### src/rtl/core/gapc_pkg.sv
// Shared constants, types and register codes for the global average pool block.
package gapc_pkg;

  // Payload widths
  localparam int unsigned SAMPLE_W   = 16;
  localparam int unsigned AVG_W      = 16;
  localparam int unsigned CHIDX_W    = 10;
  localparam int unsigned SUM_W      = 32;
  localparam int unsigned RECIP_W    = 17;
  localparam int unsigned FRAC_W     = 16;
  localparam int unsigned CCOUNT_W   = 11;
  localparam int unsigned PCOUNT_W   = 17;
  localparam int unsigned PX_W       = 16;

  // Configuration port
  localparam int unsigned CFG_IDX_W  = 2;
  localparam int unsigned CFG_DATA_W = 17;

  // Defaults for the top-level parameters
  localparam int unsigned DEF_MAX_CHANNELS = 1024;
  localparam int unsigned DEF_MAX_PIXELS   = 65536;

  // Depth of the queue between front and back
  localparam int unsigned OPQ_DEPTH = 4;

  // Reset values of the registers
  localparam logic [CCOUNT_W-1:0] CCOUNT_RST = CCOUNT_W'(1);
  localparam logic [PCOUNT_W-1:0] PCOUNT_RST = PCOUNT_W'(1);
  localparam logic [RECIP_W-1:0]  RECIP_RST  = RECIP_W'(65536);

  // Rounding and saturation
  localparam int unsigned ROUND_HALF = 32768;
  localparam logic signed [AVG_W-1:0] AVG_POS_MAX = 16'sh7fff;
  localparam logic signed [AVG_W-1:0] AVG_NEG_MAX = 16'sh8000;

  typedef enum logic [CFG_IDX_W-1:0] {
    CFG_CHANNEL_COUNT = 2'd0,
    CFG_PIXEL_COUNT   = 2'd1,
    CFG_RECIPROCAL    = 2'd2
  } cfg_reg_e;

  // Classification of one item, made by the front
  typedef struct packed {
    logic first_px;
    logic last_px;
    logic last_ch;
  } gapc_flags_t;

endpackage

### src/rtl/core/gapc_intf.sv
// Handshake interfaces for the input, result and configuration channels.
interface gapc_in_if;
  import gapc_pkg::*;
  logic                       valid;
  logic                       ready;
  logic signed [SAMPLE_W-1:0] sample;
  modport source (output valid, output sample, input ready);
  modport sink   (input valid, input sample, output ready);
endinterface


### src/rtl/core/gapc_front.sv
// Front: accepts items, tracks channel and pixel position, classifies each item.
module gapc_front #(
  parameter int unsigned MAX_CHANNELS = gapc_pkg::DEF_MAX_CHANNELS,
  parameter int unsigned MAX_PIXELS   = gapc_pkg::DEF_MAX_PIXELS,
  parameter int unsigned CH_W         = 10
) (
  input  logic                                clk_i,
  input  logic                                rst_ni,
  gapc_in_if.sink                             in_i,
  input  logic [gapc_pkg::CCOUNT_W-1:0]       channel_count_i,
  input  logic [gapc_pkg::PCOUNT_W-1:0]       pixel_count_i,
  output logic                                push_valid_o,
  input  logic                                push_ready_i,
  output logic signed [gapc_pkg::SAMPLE_W-1:0] op_sample_o,
  output logic [CH_W-1:0]                     op_ch_o,
  output gapc_pkg::gapc_flags_t               op_flags_o
);
  import gapc_pkg::*;

  // Compare widths: hold the count limits and counter + 1
  localparam int unsigned CHC_W = ($clog2(MAX_CHANNELS + 1) > CCOUNT_W) ?
                                  $clog2(MAX_CHANNELS + 1) : CCOUNT_W;
  localparam int unsigned PXC_W = ($clog2(MAX_PIXELS + 1) > PCOUNT_W) ?
                                  $clog2(MAX_PIXELS + 1) : PCOUNT_W;
  // Pixel counter width: grows with the pixel limit
  localparam int unsigned PXQ_W = ($clog2(MAX_PIXELS) > PX_W) ? $clog2(MAX_PIXELS) : PX_W;

  logic [CH_W-1:0]  ch_q, ch_d;
  logic [PXQ_W-1:0] px_q, px_d;
  logic [CHC_W-1:0] nch, cc_ext, ch_next;
  logic [PXC_W-1:0] npx, pc_ext, px_next;
  logic             last_ch, last_px, in_fire;

  // Effective counts: zero means one, clamp at the maximum
  always_comb begin
    cc_ext = CHC_W'(channel_count_i);
    pc_ext = PXC_W'(pixel_count_i);
    if (cc_ext == '0) begin
      nch = CHC_W'(1);
    end else if (cc_ext > CHC_W'(MAX_CHANNELS)) begin
      nch = CHC_W'(MAX_CHANNELS);
    end else begin
      nch = cc_ext;
    end
    if (pc_ext == '0) begin
      npx = PXC_W'(1);
    end else if (pc_ext > PXC_W'(MAX_PIXELS)) begin
      npx = PXC_W'(MAX_PIXELS);
    end else begin
      npx = pc_ext;
    end
  end

  // Classification of the current position
  assign ch_next = CHC_W'(ch_q) + CHC_W'(1);
  assign px_next = PXC_W'(px_q) + PXC_W'(1);
  assign last_ch = (ch_next >= nch);
  assign last_px = (px_next >= npx);

  assign in_fire      = in_i.valid && push_ready_i;
  assign in_i.ready   = push_ready_i;
  assign push_valid_o = in_i.valid;
  assign op_sample_o  = in_i.sample;
  assign op_ch_o      = ch_q;
  assign op_flags_o   = '{first_px: (px_q == '0), last_px: last_px, last_ch: last_ch};

  // Counter advance
  always_comb begin
    ch_d = ch_q;
    px_d = px_q;
    if (in_fire) begin
      if (last_ch) begin
        ch_d = '0;
        px_d = last_px ? '0 : (px_q + PXQ_W'(1));
      end else begin
        ch_d = ch_q + CH_W'(1);
      end
    end
  end

  always_ff @(posedge clk_i or negedge rst_ni) begin
    if (!rst_ni) begin
      ch_q <= '0;
      px_q <= '0;
    end else begin
      ch_q <= ch_d;
      px_q <= px_d;
    end
  end

endmodule

### src/flat_wrapper.sv
// flat-port wrapper written by rule: the top's interface ports become plain ports
module gapc_front_flat import gapc_pkg::*;
#(
  parameter int unsigned MAX_CHANNELS = gapc_pkg::DEF_MAX_CHANNELS,
  parameter int unsigned MAX_PIXELS   = gapc_pkg::DEF_MAX_PIXELS,
  parameter int unsigned CH_W         = 10
)
  (clk_i, rst_ni, channel_count_i, pixel_count_i, push_valid_o, push_ready_i, op_sample_o, op_ch_o, op_flags_o, in_i_valid, in_i_sample, in_i_ready);
  gapc_in_if in_i_i ();
  input  logic clk_i;
  input  logic rst_ni;
  input  logic [gapc_pkg::CCOUNT_W-1:0] channel_count_i;
  input  logic [gapc_pkg::PCOUNT_W-1:0] pixel_count_i;
  output logic push_valid_o;
  input  logic push_ready_i;
  output logic signed [gapc_pkg::SAMPLE_W-1:0] op_sample_o;
  output logic [CH_W-1:0] op_ch_o;
  output gapc_pkg::gapc_flags_t op_flags_o;
  input wire logic [$bits(in_i_i.valid)-1:0] in_i_valid;
  input wire logic [$bits(in_i_i.sample)-1:0] in_i_sample;
  output wire logic [$bits(in_i_i.ready)-1:0] in_i_ready;
  assign in_i_i.valid = in_i_valid;
  assign in_i_i.sample = in_i_sample;
  assign in_i_ready = in_i_i.ready;
  gapc_front #(.MAX_CHANNELS(MAX_CHANNELS), .MAX_PIXELS(MAX_PIXELS), .CH_W(CH_W)) u_core (.clk_i(clk_i), .rst_ni(rst_ni), .in_i(in_i_i), .channel_count_i(channel_count_i), .pixel_count_i(pixel_count_i), .push_valid_o(push_valid_o), .push_ready_i(push_ready_i), .op_sample_o(op_sample_o), .op_ch_o(op_ch_o), .op_flags_o(op_flags_o));
endmodule
### config.mk
export PLATFORM = sky130hd
export DESIGN_NAME = gapc_front_flat
export DESIGN_NICKNAME = d
export VERILOG_FILES = /design/src/rtl/core/gapc_pkg.sv /design/src/rtl/core/gapc_intf.sv /design/src/rtl/core/gapc_front.sv /design/src/flat_wrapper.sv
export SDC_FILE = /design/constraint.sdc
export NUM_CORES = 1
export LEC_CHECK = 0
export BUFFER_PORTS_ARGS = -buffer_cell sky130_fd_sc_hd__buf_2
export CAP_MARGIN = 20
export CORE_ASPECT_RATIO = 1.2
export CORE_MARGIN = 2
export CORE_UTILIZATION = 40
export DETAILED_ROUTE_END_ITERATION = 8
export GPL_TIMING_DRIVEN = 0
export PLACE_DENSITY = 0.67
export SYNTH_ARGS = -nofsm -noshare
export SYNTH_HDL_FRONTEND = slang
export SYNTH_SLANG_ARGS = --single-unit
### constraint.sdc
create_clock -name clk_i -period 3.1 [get_ports clk_i]
set_clock_uncertainty 0.1 [all_clocks]
set_input_delay 0.31 -clock clk_i [delete_from_list [all_inputs] [get_ports clk_i]]
set_output_delay 0.31 -clock clk_i [all_outputs]
set_load 0.05 [all_outputs]
==> results.py <==
metrics = {
    "outcome": {
        "status": "finished, violations left",
        "violations": "negative setup slack",
    },
    "yosys": {
        "syn_nets": 386,
        "synthesis.area_um2": 2560,
        "ys_ff_latch": 26,
        "synthArstFlopShare": 1.00,
        "ys_types": 43,
        "ys_seq_area_frac": 0.255,
        "synth.avg_cell_area_um2": 8.33,
        "syn_inst": 307,
        "synth_edf_count": 0,
        "ys.warnings.count": 0,
        "synth_top_area_share": 0.255,
        "synth_largest_area_cell": "dfrtp_1",
        "synth.area.top_cells": "dfrtp_1, ha_1, nand2_1, buf_4, xnor2_1",
        "synth_flop_cell": "dfrtp_1",
    },
    "timing": {
        "finalSetupViolCount": 15,
        "fmax_ghz": 0.298,
        "slew_violations": 0,
        "period_minus_slack_ns": 3.36,
        "rsz0062_at_grt": "true",
        "hold_viol": 0,
        "whs_ns": 0.407,
        "max_slew_margin": 0.573,
        "worstMarginPinSlew_ns": 0.640,
        "min_period_over_period": 1.08,
        "timing.final.ws_setup_ns": -0.256,
    },
    "worst_setup_path": {
        "worst-path-buf-inv": 2,
        "slowest_stage": "dfrtp_1",
        "critPathMaxStageDelay_ns": 0.41,
        "r2r_slack_ns": -0.22,
        "cpLargestDelayFamily": "simple AND/OR/NAND/NOR gates",
        "critPathLaunchType": "register",
        "endpoint_kind": "output port",
        "crit_type": "reg -> out",
        "reg2regPathDepth": 21,
        "required_ns": 2.69,
        "r2r_start": "u_core.px_q[5]",
        "worstPathArrival_ns": 2.95,
        "worstPathMaxFanout": 4,
        "path_cells": "ha_4, and4_1, and4_4, buf_4, xor2_2, ha_1, o21ai_2, nor2_2, a2111oi_4, a31oi_4, or2_4, buf_8",
        "r2r_end": "u_core.px_q[9]",
    },
    "drt": {
        "via_count": 2738,
        "wl_mm": 7.90,
        "antenna_left": 0,
        "drt_iter0_markers": 99,
        "drt-wirelength-per-cell_um": 15.5,
        "avgViaCountPerCell": 5.36,
        "drtPass1Iterations": 4,
        "drc": 0,
    },
    "flow_run": {
        "drv_cap": 0,
    },
    "power": {
        "pwr-share-comb": 0.566,
        "pwr-share-clk": 0.168,
        "irDropWorstVdd_v": 0.000297,
        "seqPwrFrac": 0.266,
        "powerDensity_nw_per_um2": 453,
        "p_leak_uw": 0.00182,
        "power_switching_uw": 767,
        "swShare": 0.441,
        "p_int_uw": 974,
    },
    "grt": {
        "use_met2": 0.401,
        "use_met1": 0.250,
        "antenna_found_initial": 0,
        "grt_pass1_wl_mm": 12.4,
        "grt_usage": 0.216,
        "busiest_layer": "met2",
        "grt.met3_usage": 0.0179,
        "grt_pass1_vias": 2685,
        "grt-ovfl-total": 0,
        "grt_max_degree": 27,
    },
    "clock_tree": {
        "ctsHtreeMaxLevel": 1,
        "cts.sinks": 26,
        "cts.reportedPaths.clkPinSlew_ns": 0.10,
        "clock_latency_ns": 0.28,
        "clock_path_buffers": 2,
        "cts_root_buf": "clkbuf_8",
        "cts_tree": "yes",
        "cts_buffers": 3,
    },
    "final_layout": {
        "final_common_cell": "buf_4",
        "drive_gt1_frac": 0.487,
        "finalNonFillerCells": 511,
        "antenna_cells": 0,
        "final_nets": 509,
        "area_growth_pct": 50.3,
        "mostFrequentLayoutCells": "buf_4, buf_2, nand2_1",
        "final_util": 0.631,
        "nFillCells": 500,
    },
    "hold_path": {
        "hold_depth": 4,
        "hold_path.class": "in -> reg",
        "hold_end": "u_core.op_ch_o[7]",
        "hold_start": "push_ready_i",
    },
    "placement": {
        "dp_cells": 451,
        "dp_worst_setup_slack_ns": -0.547,
        "dp_hpwl_mm": 4.88,
        "gp_congestion": 0.831,
        "io_buffers": 62,
    },
    "floorplanning": {
        "die_y_um": 91.6,
        "dieArea_um2": 7050,
        "io_pins": 79,
        "rows": 31,
        "initial_core_util": 0.420,
        "core_region_area_um2": 6090,
        "die_w_um": 77.0,
    },
}
[state kept, by name (all words and copies together), names as in the netlist]
signal,cells
u_core.op_ch_o,10
u_core.px_q,16
[synthesized netlist by cell type, types with 3 or more instances]
cell type and count:
a211o_1 3, xor2_1 7, clkbuf_1 5, o21ai_0 13, nand4_1 5, buf_4 20
inv_1 6, nor4_1 8, nor2_1 15, ha_1 31, nor2b_1 4, a21oi_1 9
dfrtp_1 26, xnor2_1 14, a31oi_1 3, o311ai_0 3, and4_1 4, nand2_1 57
a22o_1 11, and3_1 6, and2_1 5, nand3_1 16, nor3_1 9
[per-stage QoR]
stage / total power, uW / area, um^2 / TNS [ns]
floorplan: 1040 / 2600 / 0
global placement: 1220 / 3010 / -4.03
detailed placement: 1240 / 3010 / -4.92
CTS: 1640 / 3600 / -0.206
global route: 1860 / 3840 / -3.35
finish: 1740 / 3840 / -1.97
[area by class of cell]
type	instances	area [um^2]	share of cell area
plain buffers	26	193	0.0502
clock buffers	3	41.3	0.0107
clock inverters	1	30.0	0.00782
inverters	7	26.3	0.00684
multi-input cells	246	2020	0.525
flip-flops and latches	26	659	0.172
well taps	82	103	0.0267
repair buffers	120	772	0.201
[layer usage]
layer / vias up / wire length [um]
met3: 22 / 267
li1: 1328 / -
met5: - / 0
met2: 78 / 4220
met4: 0 / 308
met1: 1310 / 3100
[power by group through the flow]
stage	logic, uW	clock network [uW]	registers [uW]
2_1_floorplan	460	0	584
3_3_place_gp	740	0	482
3_5_place_dp	761	0	483
4_1_cts	880	293	471
5_1_grt	1080	311	471
6_report	985	293	463
[repair_timing]
action	CTS	global route
setup endpoints to repair	18	18
hold buffers	1	0
buffers inserted	48	11
pin swaps	21	16
endpoints found under the hold margin	26	0
resized for setup	38	34
[worst reg2reg max path: stages (launching register included)]
cell and delay (ns):
dfrtp_1 0.36, buf_6 0.10, nand4_1 0.18, buf_4 0.21, buf_4 0.13, buf_4 0.13
buf_4 0.14, buf_4 0.13, buf_4 0.12, buf_4 0.12, buf_4 0.12, buf_4 0.13
buf_4 0.13, buf_4 0.13, buf_4 0.13, buf_4 0.13, buf_4 0.12, buf_4 0.12
buf_4 0.12, buf_4 0.12, nor3_2 0.17, a22o_1 0.16
[worst max path at each step]
stage | from | to | slack (ns) | cells after the start
3_3_place_gp | u_core.px_q[0] | op_flags_o[1] | -0.50 | 14
5_1_grt | u_core.px_q[5] | op_flags_o[1] | -0.33 | 12
3_5_place_dp | u_core.px_q[0] | op_flags_o[1] | -0.55 | 14
4_1_cts | u_core.px_q[0] | op_flags_o[1] | -0.21 | 12
6_report | u_core.px_q[0] | op_flags_o[1] | -0.26 | 12
2_1_floorplan | u_core.px_q[0] | op_flags_o[1] | 0.003 | 12
[cell families (layout without fill, tap and decap cells)]
kind of cell	Yosys count	in the layout	synth area share
AO/OA/AOI/OAI	56	56	0.170
XOR/XNOR	21	21	0.0720
adder cells (fa/ha/maj)	31	31	0.152
buffers and inverters	35	157	0.0847
flip-flops	26	26	0.255
multiplexers	1	1	0.00440
AND/OR/NAND/NOR	137	137	0.263
Note: power is estimated with default switching activity, not from simulation.
