==> src/rtl/core/gapc_pkg.sv <==
// Shared constants, types and register codes for the global average pool block.
package gapc_pkg;

  // Payload widths
  localparam int unsigned SAMPLE_W   = 16;
  localparam int unsigned AVG_W      = 16;
  localparam int unsigned CHIDX_W    = 10;
  localparam int unsigned SUM_W      = 32;
  localparam int unsigned RECIP_W    = 17;
  localparam int unsigned FRAC_W     = 16;
  localparam int unsigned CCOUNT_W   = 11;
  localparam int unsigned PCOUNT_W   = 17;
  localparam int unsigned PX_W       = 16;

  // Configuration port
  localparam int unsigned CFG_IDX_W  = 2;
  localparam int unsigned CFG_DATA_W = 17;

  // Defaults for the top-level parameters
  localparam int unsigned DEF_MAX_CHANNELS = 1024;
  localparam int unsigned DEF_MAX_PIXELS   = 65536;

  // Depth of the queue between front and back
  localparam int unsigned OPQ_DEPTH = 4;

  // Reset values of the registers
  localparam logic [CCOUNT_W-1:0] CCOUNT_RST = CCOUNT_W'(1);
  localparam logic [PCOUNT_W-1:0] PCOUNT_RST = PCOUNT_W'(1);
  localparam logic [RECIP_W-1:0]  RECIP_RST  = RECIP_W'(65536);

  // Rounding and saturation
  localparam int unsigned ROUND_HALF = 32768;
  localparam logic signed [AVG_W-1:0] AVG_POS_MAX = 16'sh7fff;
  localparam logic signed [AVG_W-1:0] AVG_NEG_MAX = 16'sh8000;

  typedef enum logic [CFG_IDX_W-1:0] {
    CFG_CHANNEL_COUNT = 2'd0,
    CFG_PIXEL_COUNT   = 2'd1,
    CFG_RECIPROCAL    = 2'd2
  } cfg_reg_e;

  // Classification of one item, made by the front
  typedef struct packed {
    logic first_px;
    logic last_px;
    logic last_ch;
  } gapc_flags_t;

endpackage

==> src/rtl/core/gapc_opq.sv <==
// Small queue of classified items between front and back.
module gapc_opq #(
  parameter int unsigned WIDTH = 8,
  parameter int unsigned DEPTH = gapc_pkg::OPQ_DEPTH
) (
  input  logic             clk_i,
  input  logic             rst_ni,
  input  logic             wr_valid_i,
  output logic             wr_ready_o,
  input  logic [WIDTH-1:0] wr_data_i,
  output logic             rd_valid_o,
  input  logic             rd_ready_i,
  output logic [WIDTH-1:0] rd_data_o
);
  localparam int unsigned AW    = (DEPTH > 1) ? $clog2(DEPTH) : 1;
  localparam int unsigned CNT_W = $clog2(DEPTH + 1);

  logic [WIDTH-1:0] slot_q [DEPTH];
  logic [AW-1:0]    wr_ptr_q, rd_ptr_q;
  logic [CNT_W-1:0] count_q;
  logic             push, pop;

  assign wr_ready_o = (count_q != CNT_W'(DEPTH));
  assign rd_valid_o = (count_q != '0);
  assign rd_data_o  = slot_q[rd_ptr_q];
  assign push       = wr_valid_i && wr_ready_o;
  assign pop        = rd_ready_i && rd_valid_o;

  // Storage
  always_ff @(posedge clk_i) begin
    if (push) begin
      slot_q[wr_ptr_q] <= wr_data_i;
    end
  end

  // Pointers and fill level
  always_ff @(posedge clk_i or negedge rst_ni) begin
    if (!rst_ni) begin
      wr_ptr_q <= '0;
      rd_ptr_q <= '0;
      count_q  <= '0;
    end else begin
      if (push) begin
        wr_ptr_q <= (wr_ptr_q == AW'(DEPTH - 1)) ? '0 : (wr_ptr_q + AW'(1));
      end
      if (pop) begin
        rd_ptr_q <= (rd_ptr_q == AW'(DEPTH - 1)) ? '0 : (rd_ptr_q + AW'(1));
      end
      if (push && !pop) begin
        count_q <= count_q + CNT_W'(1);
      end else if (pop && !push) begin
        count_q <= count_q - CNT_W'(1);
      end
    end
  end

endmodule

==> config.mk <==
export PLATFORM = sky130hd
export DESIGN_NAME = gapc_opq
export DESIGN_NICKNAME = d
export VERILOG_FILES = /design/src/rtl/core/gapc_pkg.sv /design/src/rtl/core/gapc_opq.sv
export SDC_FILE = /design/constraint.sdc
export NUM_CORES = 1
export LEC_CHECK = 0
export BUFFER_PORTS_ARGS = -buffer_cell sky130_fd_sc_hd__buf_2
export CORE_MARGIN = 2
export CORE_UTILIZATION = 55
export CTS_CLUSTER_SIZE = 8
export DETAILED_ROUTE_END_ITERATION = 10
export GPL_ROUTABILITY_DRIVEN = 0
export PLACE_DENSITY = 0.79
export SKIP_LAST_GASP = 1
export SYNTH_ARGS = -nofsm -noshare
export SYNTH_HDL_FRONTEND = slang
export SYNTH_SLANG_ARGS = --single-unit
==> constraint.sdc <==
create_clock -name clk_i -period 4.9 [get_ports clk_i]
set_input_delay 0.98 -clock clk_i [delete_from_list [all_inputs] [get_ports clk_i]]
set_output_delay 0.98 -clock clk_i [all_outputs]
set_load 0.05 [all_outputs]
==> results.yml, run 1 <==
clock_tree:
  cts.sinks: 39
  htreeDepth: 2
  cts_hold_buf: 0
  cts_setup_buffers: 0
  cts_buffer_depth: 2
  path_clk_slew_ns: 0.10
  clk_latency_ns: 0.33
  clockRootBuffer: "clkbuf_4"
  cts.repair.resized: 0
  cts_tree: "yes"
  cts_made_buffers: 5
setup_path:
  arrival_ns: 1.85
  startpoint: "rd_ptr_q[0]$_DFFE_PN0P_"
  critPathCaptureType: "output pin"
  crit_fanout: 11
  r2r_start: "count_q[0]$_DFFE_PN0P_"
  start_kind: "register"
  critical_path_required_ns: 3.92
  crit_type: "register to output pin"
pwr:
  switching_share_pct: 39.8
  cellPowerDensity_mw_per_mm2: 658
  p_clk_share_pct: 13.9
  power_frac_comb_pct: 41.7
  power_switching_uw: 468
  power_frac_seq_pct: 44.4
  leakage_nw: 0.688
  p_int_uw: 709
  ir_drop_uv: 509
logic_synthesis:
  synthFlopType: "edfxtp_1"
  ys_types: 18
  synthCells: 78
  ys_seq_area_share_pct: 71.3
  synth_area_mm2: 0.00159
  avgSynthCellArea_um2: 20.4
  yosys.area.top_type_share_pct: 60.3
  synth_xor_area_share_pct: 1.65
  yosysTopAreaCell: "edfxtp_1"
  synth_area_leaders: "edfxtp_1 (60%), mux4_2 (11%), dfrtp_1 (11%)"
  synthSimpleGateAreaFrac_pct: 4.55
  yosys.area_share.adder_pct: 5.97
  synth_seq_cells: 39
  synth_compound_gate_area_share_pct: 0
  synth_top_family_by_area: "multiplexers"
  muxShareOfSynthArea_pct: 15.3
  netlist_top_cells_count: "edfxtp_1 (32), mux4_2 (8), dfrtp_1 (7)"
  synth_fp_nets: 97
  synth_edf_count: 32
  ys_warn_count: 0
  synth_most_common_cell: "edfxtp_1"
  synth-async-reset-ratio_pct: 17.9
timing:
  clock.fmax_mhz: 353
  grt_setup_unrepaired: "false"
  whs_ns: 0.460
  tns_ns: 0
  fin_skew_ns: 0.0103
  finalCritPeriodShare_pct: 57.8
  min_period_ns: 2.83
  fin_ws_ns: 2.07
  setup_violations: 0
  relSlewSlack_pct: 61.2
  worst_pin_slew_ns: 0.582
  hold_viol_final: 0
  drv_slew: 0
detailed_routing:
  drc: 0
  drt-wirelength-per-cell_um: 17.1
  drt_first_pass_iters: 2
  wl_um: 2320
  detail-route-antenna-nets: 0
  drt-vias-per-instance: 5.57
  dr.first_iter.drc_count: 22
  vias: 757
floorplanning:
  coreArea_mm2: 0.00276
  die_y_um: 57.8
  dieWidth_um: 57.8
  start_util_pct: 57.8
  io_pins: 22
  rows: 19
  dieArea_mm2: 0.00334
place:
  dp_hpwl_um: 1650
  dp.cells: 128
  place_ws_ns: 2.39
  io_buffer_count: 21
grt:
  grt_max_degree: 13
  grt_usage_pct: 16.8
  grt.overflow.total: 0
  grt_pass1_wl_um: 3940
  grt_pass1_vias: 815
  grt_antenna_before_repair: 0
outcome:
  outcome: "complete, no violations"
flow_run:
  cap_violations: 0
cells_and_area:
  final_core_util_pct: 64.9
  drive_gt1_share_pct: 45.7
  diodes: 0
  syn_to_final_growth_pct: 12.2
  stdcell_count: 136
  final_nets: 123
min_path:
  hold_path_class: "primary input to asynchronous set/reset pin"
[cells by family after synthesis]
kind of cell             Yosys count
XOR/XNOR                           3
adder cells (fa/ha/maj)            7
flip-flops                        39
multiplexers                      13
buffers and inverters              5
AND/OR/NAND/NOR                   11
[worst max-delay path, cell delays in order (launching register included)]
cell	delay [ns]
dfrtp_1	0.73
mux4_2	0.57
buf_2	0.22
[per-stage QoR]
step / total power, mW / cell area, um^2
after CTS: 1.20 / 1790
after detailed placement: 1.03 / 1730
final: 1.18 / 1790
after global placement: 1.01 / 1730
after global routing: 1.25 / 1790
after floorplan: 0.924 / 1590
[cells in the final DEF, fill, tap and decap left out, drive strengths merged]
cell	instances
edfxtp	32
buf	21
mux4	8
dfrtp	7
clkbuf	7
ha	6
mux2	5
and3	4
inv	3
nor2	3
xor2	2
or3b	1
and2	1
or3	1
nand2	1
xnor2	1
fa	1
clkinv	1
[power groups by stage]
stage,Sequential (mW),Clock [mW],Combinational (mW)
global placement,0.526,0,0.483
finish,0.523,0.164,0.491
global route,0.540,0.189,0.523
detailed placement,0.532,0,0.498
floorplan,0.485,0,0.439
CTS,0.525,0.172,0.499
[routing by layer]
metal / vias to the layer above / wire length [um] / GRT usage (%)
li1: 357 / - / -
met1: 381 / 1010 / 21.5
met2: 15 / 1190 / 26.1
met3: 4 / 93 / 6.70
met4: 0 / 35 / 5.98
met5: - / 0 / 0
[final timing paths]
| check | depth (start not counted) | slack, ns | to |
|---|---|---|---|
| setup / recovery | 2 | 2.07 | rd_data_o[6] |
| min in group clk_i | 1 | 0.49 | count_q[2]$_DFFE_PN0P_ |
| max in group asynchronous | 1 | 4.28 | count_q[0]$_DFFE_PN0P_ |
| setup reg to reg | 8 | 2.70 | count_q[2]$_DFFE_PN0P_ |
| hold / removal | 1 | 0.46 | count_q[1]$_DFFE_PN0P_ |
| hold reg to reg | 1 | 0.49 | count_q[2]$_DFFE_PN0P_ |
[state kept, by name, indices dropped and copies added, names as in the netlist]
signal	flops
slot_q	32
rd_ptr_q	2
wr_ptr_q	2
count_q	3
[final cells by class]
type,count,area (um^2)
multi-input combinational,34,438
sequential,39,1140
timing repair buffer,21,105
clock buffer,7,55.1
clock inverter,1,5.00
fill,205,968
inverter,3,11.3
tap,31,38.8
(Power assumes the default switching activity.)
==> run 2, diff against run 1 <==
CORE_UTILIZATION = 50   (was 55)
PLACE_DENSITY = 0.76   (was 0.79)
clock period = 2.3 ns   (was 4.9 ns; I/O delays follow)
==> run 2 against run 1 <==
  * Combinational power is 120% higher
  * Clock power up 100%
  * Worst setup slack got worse by 1.9 ns
  * Cell area rose by 1.2%
  * Global-route usage fell by 0.86 points
  * First-iteration DRC count decreased by 36%
  * Wire length grew 4.6%
  * Worst hold slack got worse by 0.13 ns
  * Via count increased by 1.3%
  * Critical path depth grew 6
==> results.yml, run 2 (synthesized netlist as in run 1, its figures left out) <==
outcome:
  outcome: "complete, no violations"
floorplanning:
  dieArea_mm2: 0.00366
  die_y_um: 60.5
  io_pins: 22
  start_util_pct: 52.2
  coreArea_mm2: 0.00305
  dieWidth_um: 60.5
  rows: 20
place:
  dp_hpwl_um: 1650
  io_buffer_count: 21
  placed_cell_area_mm2: 0.00175
cells_and_area:
  largest_reg_flops: 32
  multi_input_area_um2: 440
  top_regs: "slot_q x32, count_q x3"
  drive_gt1_share_pct: 47.2
  final_cell_mix: "edfxtp_1 (32), buf_2 (21), mux4_2 (8)"
  final-seq-area_mm2: 0.00114
  final_area_mm2: 0.00181
  n_fill_cell: 251
  final_nets: 124
  final_core_util_pct: 59.3
  diodes: 0
  regMostFlops: "slot_q"
  layout_commonest_cell: "edfxtp_1"
  syn_to_final_growth_pct: 13.6
pwr:
  cellPowerDensity_mw_per_mm2: 1380
  leakage_nw: 0.684
  ir_drop_uv: 806
  fin_total_pwr_mw: 2.50
setup_path:
  worstPathCellList: "or3_2 -> nand2_2 -> ha_1 -> inv_1 -> fa_1 -> xor2_1 -> nor2_1 -> xor2_1"
  critPathCaptureType: "register"
  r2r_start: "count_q[2]$_DFFE_PN0P_"
  crit_type: "register to register"
  crit_fanout: 3
  critical_path_required_ns: 2.57
  slowest_delay_ns: 0.51
  crit_top_cell: "xor2_1"
  start_kind: "register"
  cp_slowest_cell: "or3_2"
  startpoint: "count_q[2]$_DFFE_PN0P_"
  arrival_ns: 2.45
detailed_routing:
  drc: 0
  vias: 767
  met3WireLength_um: 144
  drt-wirelength-per-cell_um: 16.2
  drt-vias-per-instance: 5.11
  wl_um: 2430
  detail-route-antenna-nets: 0
  dr.first_iter.drc_count: 14
  wl_met1_um: 1030
  top_layer_used: "met4"
  route.met2.wl_um: 1200
  drt_first_pass_iters: 4
grt:
  grt.overflow.total: 0
  grt_pass1_wl_um: 3860
  grt_antenna_before_repair: 0
  grt_max_degree: 12
  grt_usage_pct: 15.9
  grt_pass1_vias: 820
timing:
  finalCritPeriodShare_pct: 94.6
  fin_skew_ns: 0.00263
  whs_ns: 0.326
  clock.fmax_mhz: 460
  tns_ns: 0
  relSlewSlack_pct: 71.2
  worst_pin_slew_ns: 0.432
  min_period_ns: 2.18
  grt_setup_unrepaired: "false"
  hold_viol_final: 0
  drv_slew: 0
  setup_violations: 0
clock_tree:
  cts.sinks: 39
  cts_setup_buffers: 0
  htreeDepth: 2
  cts_tree: "yes"
  cts_buffer_depth: 2
  path_clk_slew_ns: 0.11
  clockRootBuffer: "clkbuf_4"
  clk_latency_ns: 0.34
  cts_made_buffers: 5
min_path:
  hold_path.startpoint: "wr_data_i[7]"
  hold_path_class: "primary input to register"
flow_run:
  cap_violations: 0
==> run 2: critical path, delay by kind of cell (launching register included) <==
family,cells,cell delay (ns)
simple gates,3,0.74
flops,1,0.42
fa+ha+maj,2,0.58
buf+inv,1,0.06
xor+xnor,2,0.30
==> run 2: path summary, 6_finish.rpt <==
check	slack (ns)	cells after the start	end
worst max-delay path	0.12	8	count_q[2]$_DFFE_PN0P_
worst min register to register	0.51	1	count_q[2]$_DFFE_PN0P_
worst min-delay path	0.33	1	slot_q[2][7]$_DFFE_PP_
min in group asynchronous	0.47	2	count_q[2]$_DFFE_PN0P_
max in group asynchronous	1.66	2	count_q[0]$_DFFE_PN0P_
worst max register to register	0.12	8	count_q[2]$_DFFE_PN0P_
==> run 2: stage by stage <==
step / std cells / worst slack, ns
6_report: 150 / 0.124
5_1_grt: 150 / 0.0423
4_1_cts: 150 / 0.0788
3_5_place_dp: 141 / 0.105
3_3_place_gp: 141 / 0.168
2_1_floorplan: 78 / 0.0326
==> run 2: final cells by class <==
cell class,count,share of cell area [%]
clock buffers,7,2.49
flip-flops and latches,39,62.9
clock inverters,1,0.276
multi-input cells,34,24.3
well taps,44,3.04
repair buffers,22,6.36
inverters,3,0.622
==> run 2: report_power, final <==
part           internal [mW]  switching (mW)  total (mW)  leakage (nW)
clock network          0.119           0.211       0.330        0.0293
registers              0.959           0.161        1.12         0.373
logic                  0.412           0.644        1.06         0.281
total                   1.49            1.01        2.50         0.684
==> run 2: metal layers <==
layer  up-vias  track usage (%)
li1        355                -
met1       388             19.2
met2        19             25.8
met3         5             6.18
met4         0             6.83
met5         -                0
==> run 2: timing repair <==
item / 4_1_cts / 5_1_grt
hold buffers: 1 / 0
setup endpoints to repair: 8 / 1
resized for setup: 1 / 2
pin swaps: 0 / 0
endpoints found under the hold margin: 7 / 0
==> run 3, diff against run 2 <==
CORE_UTILIZATION = 42   (was 50)
PLACE_DENSITY = 0.66   (was 0.76)
==> run 3 against run 2 <==
  * Sequential share of layout area shrank 2.2 points
  * Critical endpoint unchanged
  * Final cell count grew 2.7%
  * Die area grew 18%
==> results.yml, run 3 (synthesized netlist as in run 1, its figures left out) <==
timing:
  clock.fmax_mhz: 465
  relSlewSlack_pct: 71.3
  tns_ns: 0
  setup_violations: 0
  min_period_ns: 2.15
  hold_viol_final: 0
  drv_slew: 0
  grt_setup_unrepaired: "false"
  fin_skew_ns: 0.00424
  finalCritPeriodShare_pct: 93.6
  worst_pin_slew_ns: 0.430
cells_and_area:
  drive_gt1_share_pct: 47.2
  stdcell_count: 154
  syn_to_final_growth_pct: 17.6
  largest_reg_flops: 32
  multi_input_area_um2: 438
  regMostFlops: "slot_q"
  final_nets: 124
  diodes: 0
  n_fill_cell: 315
  layout_commonest_cell: "edfxtp_1"
  final_cell_mix: "edfxtp_1 (32), buf_2 (21), mux4_2 (8)"
  final-seq-area_mm2: 0.00114
  top_regs: "slot_q x32, count_q x3"
  final_core_util_pct: 51.2
detailed_routing:
  vias: 753
  dr.first_iter.drc_count: 32
  drt-vias-per-instance: 4.89
  detail-route-antenna-nets: 0
  drt_first_pass_iters: 4
  drc: 0
  wl_um: 2340
  drt-wirelength-per-cell_um: 15.2
place:
  io_buffer_count: 21
  dp.cells: 145
  dp_hpwl_um: 1610
min_path:
  hold_path.startpoint: "wr_data_i[4]"
  hold_path_class: "primary input to register"
  min_path_cells: 1
  holdPathEnd: "slot_q[2][4]$_DFFE_PP_"
setup_path:
  cp_slowest_cell: "or3_2"
  critPathBufInv: 1
  crit_family: "simple AND/OR/NAND/NOR gates"
  slowest_delay_ns: 0.48
  reg2reg_to: "count_q[2]$_DFFE_PN0P_"
  start_kind: "register"
  rr_worst_depth: 8
  crit_top_cell: "xor2_1"
  crit_fanout: 4
  crit_type: "register to register"
  r2r_start: "count_q[0]$_DFFE_PN0P_"
  worstPathCellList: "or3_2 -> nand2_1 -> ha_1 -> inv_1 -> fa_1 -> xor2_1 -> nor2_1 -> xor2_1"
  critPathCaptureType: "register"
  rrSetupSlack_ns: 0.15
  startpoint: "count_q[0]$_DFFE_PN0P_"
  critical_path_required_ns: 2.51
  arrival_ns: 2.36
grt:
  grt_usage_pct: 13.8
  grt.overflow.total: 0
  grt_pass1_wl_um: 4060
  grt_pass1_vias: 843
  grt_max_degree: 14
  grt_antenna_before_repair: 0
clock_tree:
  cts_setup_buffers: 0
  cts_tree: "yes"
  htreeDepth: 2
  cts.sinks: 39
  path_clk_slew_ns: 0.07
  clockRootBuffer: "clkbuf_8"
  clk_latency_ns: 0.28
  cts_made_buffers: 5
  cts_buffer_depth: 2
pwr:
  leakage_nw: 0.714
  ir_drop_uv: 689
  cellPowerDensity_mw_per_mm2: 1450
floorplanning:
  coreArea_mm2: 0.00366
  start_util_pct: 43.5
  dieArea_mm2: 0.00430
  die_y_um: 65.6
  rows: 22
  io_pins: 22
  dieWidth_um: 65.6
flow_run:
  cap_violations: 0
outcome:
  outcome: "complete, no violations"
[run 3: area by class of cell]
type,count,area share [%]
Inverter,3,0.601
Timing Repair Buffer,22,6.14
Multi-Input combinational cell,34,23.4
Sequential cell,39,60.7
Tap cell,48,3.20
Clock buffer,5,3.67
Clock inverter,3,2.34
[run 3: report_power, final]
group	internal [mW]	switching (mW)
clock	0.323	0.226
sequential	0.958	0.156
combinational	0.411	0.639
[run 3: how the worst max path moves through the flow]
stage / to / slack, ns / cells after the start
5_1_grt: count_q[2]$_DFFE_PN0P_ / 0.01 / 8
3_3_place_gp: count_q[2]$_DFFE_PN0P_ / 0.18 / 8
3_5_place_dp: count_q[2]$_DFFE_PN0P_ / 0.13 / 8
2_1_floorplan: count_q[2]$_DFFE_PN0P_ / 0.03 / 8
6_report: count_q[2]$_DFFE_PN0P_ / 0.15 / 8
4_1_cts: count_q[2]$_DFFE_PN0P_ / 0.13 / 8
[run 3: through the flow]
| stage | power (mW) | hold WS (ns) | setup WS, ns | area (um^2) |
|---|---|---|---|---|
| floorplan | 1.97 | 0.164 | 0.0326 | 1590 |
| global placement | 2.17 | 0.303 | 0.182 | 1750 |
| detailed placement | 2.21 | 0.311 | 0.132 | 1750 |
| CTS | 2.77 | 0.372 | 0.129 | 1870 |
| global route | 2.89 | 0.377 | 0.0122 | 1870 |
| finish | 2.71 | 0.383 | 0.148 | 1870 |
[run 3: layer usage]
layer  up-vias  global-route usage (%)  wire length (um)
li1        354                       -                 -
met3         5                    4.97               130
met5         -                       0                 0
met4         0                    7.81                63
met2        16                    21.8              1210
met1       378                    16.2               939
[run 3: what timing repair did]
item                                    CTS  global route
hold buffers                              1             0
resized for setup                         1             0
endpoints found under the hold margin     7             0
endpoints found under the setup margin    8             0
